File: config.mk
export PLATFORM = sky130hd
export DESIGN_NAME = gep_out_fifo
export DESIGN_NICKNAME = d
export VERILOG_FILES = /design/src/rtl/gep_pkg.sv /design/src/rtl/gep_out_fifo.sv
export SDC_FILE = /design/constraint.sdc
export NUM_CORES = 1
export LEC_CHECK = 0
export BUFFER_PORTS_ARGS = -buffer_cell sky130_fd_sc_hd__clkbuf_2
export CAP_MARGIN = 10
export CORE_UTILIZATION = 45
export DETAILED_ROUTE_END_ITERATION = 10
export GPL_TIMING_DRIVEN = 0
export PLACE_DENSITY = 0.74
export SLEW_MARGIN = 20
export SYNTH_ARGS = -nofsm -noshare
export SYNTH_HDL_FRONTEND = slang
export SYNTH_SLANG_ARGS = --single-unit
File: constraint.sdc
create_clock -name clk -period 2.8 [get_ports clk]
set_input_delay 0 -clock clk [delete_from_list [all_inputs] [get_ports clk]]
set_output_delay 0 -clock clk [all_outputs]
set_load 0.005 [all_outputs]
File: src/rtl/gep_pkg.sv
// Shared constants, types and helper functions for the grid path-sum block.
`timescale 1ns / 1ps

package gep_pkg;

  localparam int MAX_COLS = 1024;
  localparam int MAX_ROWS = 1024;

  localparam int VAL_W  = 16;
  localparam int OUT_W  = 27;
  localparam int SIZE_W = 11;

  localparam int COL_W     = (MAX_COLS > 1) ? $clog2(MAX_COLS) : 1;
  localparam int ROW_W     = (MAX_ROWS > 1) ? $clog2(MAX_ROWS) : 1;
  localparam int COL_CNT_W = $clog2(MAX_COLS + 1);
  localparam int ROW_CNT_W = $clog2(MAX_ROWS + 1);
  // wide enough that a path of MAX_ROWS + MAX_COLS - 1 cells never wraps
  localparam int SUM_W     = VAL_W + $clog2(MAX_ROWS + MAX_COLS) + 1;

  localparam int CFG_IDX_W = 2;
  localparam logic [CFG_IDX_W-1:0] CFG_MODE_MAX = 2'd0;
  localparam logic [CFG_IDX_W-1:0] CFG_NUM_ROWS = 2'd1;
  localparam logic [CFG_IDX_W-1:0] CFG_NUM_COLS = 2'd2;

  typedef logic signed [SUM_W-1:0] sum_t;

  typedef struct packed {
    logic             row0;
    logic             col0;
    logic             last;
    logic             want_max;
    logic [COL_W-1:0] addr;
  } cell_ctl_t;

  function automatic logic [COL_CNT_W-1:0] clamp_cols(input logic [SIZE_W-1:0] v);
    if (v == '0) return COL_CNT_W'(1);
    if (32'(v) > MAX_COLS) return COL_CNT_W'(MAX_COLS);
    return COL_CNT_W'(v);
  endfunction

  function automatic logic [ROW_CNT_W-1:0] clamp_rows(input logic [SIZE_W-1:0] v);
    if (v == '0) return ROW_CNT_W'(1);
    if (32'(v) > MAX_ROWS) return ROW_CNT_W'(MAX_ROWS);
    return ROW_CNT_W'(v);
  endfunction

  function automatic sum_t pick(input sum_t a, input sum_t b, input logic want_max);
    if (want_max) return (a > b) ? a : b;
    return (a < b) ? a : b;
  endfunction

endpackage

File: src/rtl/gep_out_fifo.sv
// Two-entry result queue; tells the input side whether a new cell still fits.
`timescale 1ns / 1ps

module gep_out_fifo (
  input  logic                              clk,
  input  logic                              rst_n,
  input  logic                              push,
  input  logic signed [gep_pkg::OUT_W-1:0]  push_data,
  output logic                              room_ok,
  output logic                              out_valid,
  input  logic                              out_stall,
  output logic signed [gep_pkg::OUT_W-1:0]  out_path_sum
);

  logic signed [gep_pkg::OUT_W-1:0] entry_r [2];
  logic [1:0] cnt_r;
  logic       rd_ptr_r;
  logic       wr_ptr_r;
  logic       pop;
  logic [2:0] level;

  assign out_valid    = (cnt_r != 2'd0);
  assign out_path_sum = entry_r[rd_ptr_r];
  assign pop          = out_valid && !out_stall;

  // a pending result in flight still needs a slot after this cycle
  assign level   = 3'(cnt_r) - 3'(pop) + 3'(push);
  assign room_ok = (level < 3'd2);

  always_ff @(posedge clk) begin
    if (!rst_n) begin
      cnt_r    <= 2'd0;
      rd_ptr_r <= 1'b0;
      wr_ptr_r <= 1'b0;
    end else begin
      cnt_r <= 2'(3'(cnt_r) + 3'(push) - 3'(pop));
      if (push) begin
        wr_ptr_r <= ~wr_ptr_r;
      end
      if (pop) begin
        rd_ptr_r <= ~rd_ptr_r;
      end
    end
  end

  always_ff @(posedge clk) begin
    if (push) begin
      entry_r[wr_ptr_r] <= push_data;
    end
  end

endmodule

==> run metrics <==
status=finished clean; Antenna diodes=0; io pins=60; Critical Path Slowest Stage Cell=fa_1; min Tclk post-route=2.12 ns; Pleak=1.28 nW; RSZ-0062 raised after global routing=false; Critical Path Sink Type=primary output; Final Hold Slack=roughly 0.041 ns; Remaining Overflow, GRT=0; clk_lat worst skew=~0.33 ns; number of global-route vias before repair=1358; kind of critical path=flop to primary output; Root Driver=clkbuf_8; #FFs+latches synth=59; share of cells above drive strength 1=0.486; library cells used by synthesis=18; Die Footprint=about 5400 um2; post-CTS setup buffers=0; largest net degree at the start of global routing=28; Die Span Y=about 74 um; DRT Wirelength=4030 um; Via Count=approximately 1300; starting density of the core=0.479; area leader, netlist=edfxtp_1; final net count=243; Synth Cell Area=between 2000 and 2500 um2; setup TNS=0 ns; PwrDens=749 nW/um2; Post-Synthesis Cells=110; setup violators final=0; Worst Setup Start Kind=flop; clk sink count=about 60; max-cap violation count=0; Total GRT Usage=0.165; violation count after the first detailed-route iteration=50; worst path cell trace=o21ba_2, ha_1, inv_1, ha_1, fa_1, xnor2_1, nor2_1, clkbuf_2; DR pass1 iterations=4; final hold vios=0; max_slew headroom=0.561; initial antenna violation count=0; IO buf count=59; Routed Antenna Nets=0; Final Slew Violations=0; DR vias/cell=approximately 4.5; Site Rows=25; Yosys warnings=0; Worst-path clk slew=0.06 ns; worst path required time=2.80 ns; first-pass GRT wire length=6110 um; Synth Area per Inst=21.0 um2; fraction of synthesized cell area taken by the top area cell type=0.703; crit path from=cnt_r[1]; Post-DP HPWL=2560 um; area grow syn2layout=37.3%; Worst path top cell family by delay=adder cells; Seq/Total Area, Yosys=0.746; TritonCTS clock tree=yes; crit-path max cell delay=0.38 ns; post-DR wirelength/cell=14.4 um; GPL Wtd Cong=0.639; Final period util=0.758; Hold WC Path Type=input pin to flop; worst reg2reg startpoint=cnt_r[1]; commonest non-fill, non-tap cells in the layout=clkbuf_2 (59), edfxtp_1 (54), dlygate4sd3_1 (28); Slew @ Worst Pin=between 0.6 and 0.7 ns; Peak VDD IR=0.000488 V; Critical path buffers and inverters=2; crit-path max FO=3; synthesized net count=144; Max Fclk=471 MHz; Clock Path Buffers=2; commonest non-fill, non-tap cell in the layout=clkbuf_2; # DRC=0; skew final=0.00695 ns; WP data arrival=2.12 ns; most used cell, CP=ha_1; Num CTS Buffers=9; width of the die=73.6 um; hold_sp=push; H-Tree Depth=3; Core Box Area=4820 um2; top cells by area, synth=edfxtp_1 (70%), mux2_4 (13%), dfxtp_1 (4.3%)
==> kinds of logic (layout without fill, tap and decap cells) <==
logic type / after synthesis / in the layout / share of synthesized area
AO/OA/AOI/OAI: 2 / 2 / 0.00759
XOR/XNOR: 1 / 1 / 0.00380
adder cells (fa/ha/maj): 3 / 3 / 0.0195
buffers and inverters: 7 / 111 / 0.0287
flip-flops: 59 / 59 / 0.746
multiplexers: 29 / 29 / 0.173
AND/OR/NAND/NOR: 9 / 9 / 0.0212
==> cell usage after synthesis <==
library cell and count:
o21ba_2 1, nor2b_1 2, o21a_1 1, nand2b_1 1
edfxtp_1 54, and2_1 3, inv_1 4, buf_12 2
mux2i_1 2, mux2_2 7, fa_1 1, mux2_4 20
dfxtp_1 5, nand2_1 2, nor2_1 1, ha_1 2
xnor2_1 1, buf_6 1
==> sequential cells by signal, summed over array words and instances (netlist names), named ones only <==
name	flops
entry_r	54
cnt_r	2
rd_ptr_r	1
wr_ptr_r	1
==> worst register-to-register path: cells and delay by family, from the launching register on <==
kind | cells | cell delay (ns)
AO/OA/AOI/OAI | 1 | 0.24
flip-flops | 1 | 0.33
AND/OR/NAND/NOR | 1 | 0.15
adder cells (fa/ha/maj) | 3 | 0.92
buffers and inverters | 1 | 0.04
==> metrics by stage <==
step	instance area [um2]	total power [mW]	setup WS, ns	utilization	instances
5_1_grt	3170	2.49	0.571	0.658	281
4_1_cts	3170	2.39	0.652	0.658	281
2_1_floorplan	2310	1.46	0.826	-	110
3_5_place_dp	2710	1.66	1.01	0.563	237
6_report	3170	2.37	0.679	0.658	281
3_3_place_gp	2690	1.63	0.247	0.558	236
==> per-layer routing <==
layer	global-route usage	up-vias	wire [um]
li1	-	614	-
met1	0.170	611	1650
met2	0.283	37	2130
met3	0.0521	8	175
met4	0.115	0	83
met5	0	-	0
==> what timing repair did <==
item                                   in CTS  in global routing
setup endpoints to repair                   0                  0
hold buffers                               28                  0
endpoints found under the hold margin      59                  0
gates resized for setup                     0                  0
==> worst paths after layout <==
kind	end	slack (ns)	cells after the start
max	room_ok	0.68	8
min	wr_ptr_r	0.04	3
max reg2reg	cnt_r[1]	1.02	6
min reg2reg	rd_ptr_r	0.50	2
==> cell type report <==
cell class / instances / area (um2)
Clock inverter: 3 / 38.8
Clock buffer: 13 / 139
Multi-Input combinational cell: 44 / 528
Tap cell: 67 / 83.8
Fill cell: 359 / 1650
Inverter: 4 / 15.0
Buffer: 3 / 51.3
Timing Repair Buffer: 88 / 591
Sequential cell: 59 / 1720
==> where the power goes <==
part | total, mW | switching, mW | leakage (nW) | internal [mW]
registers | 1.06 | 0.0253 | 0.548 | 1.03
logic | 0.605 | 0.247 | 0.643 | 0.358
clock network | 0.709 | 0.301 | 0.0890 | 0.408
(Power assumes the default switching activity.)
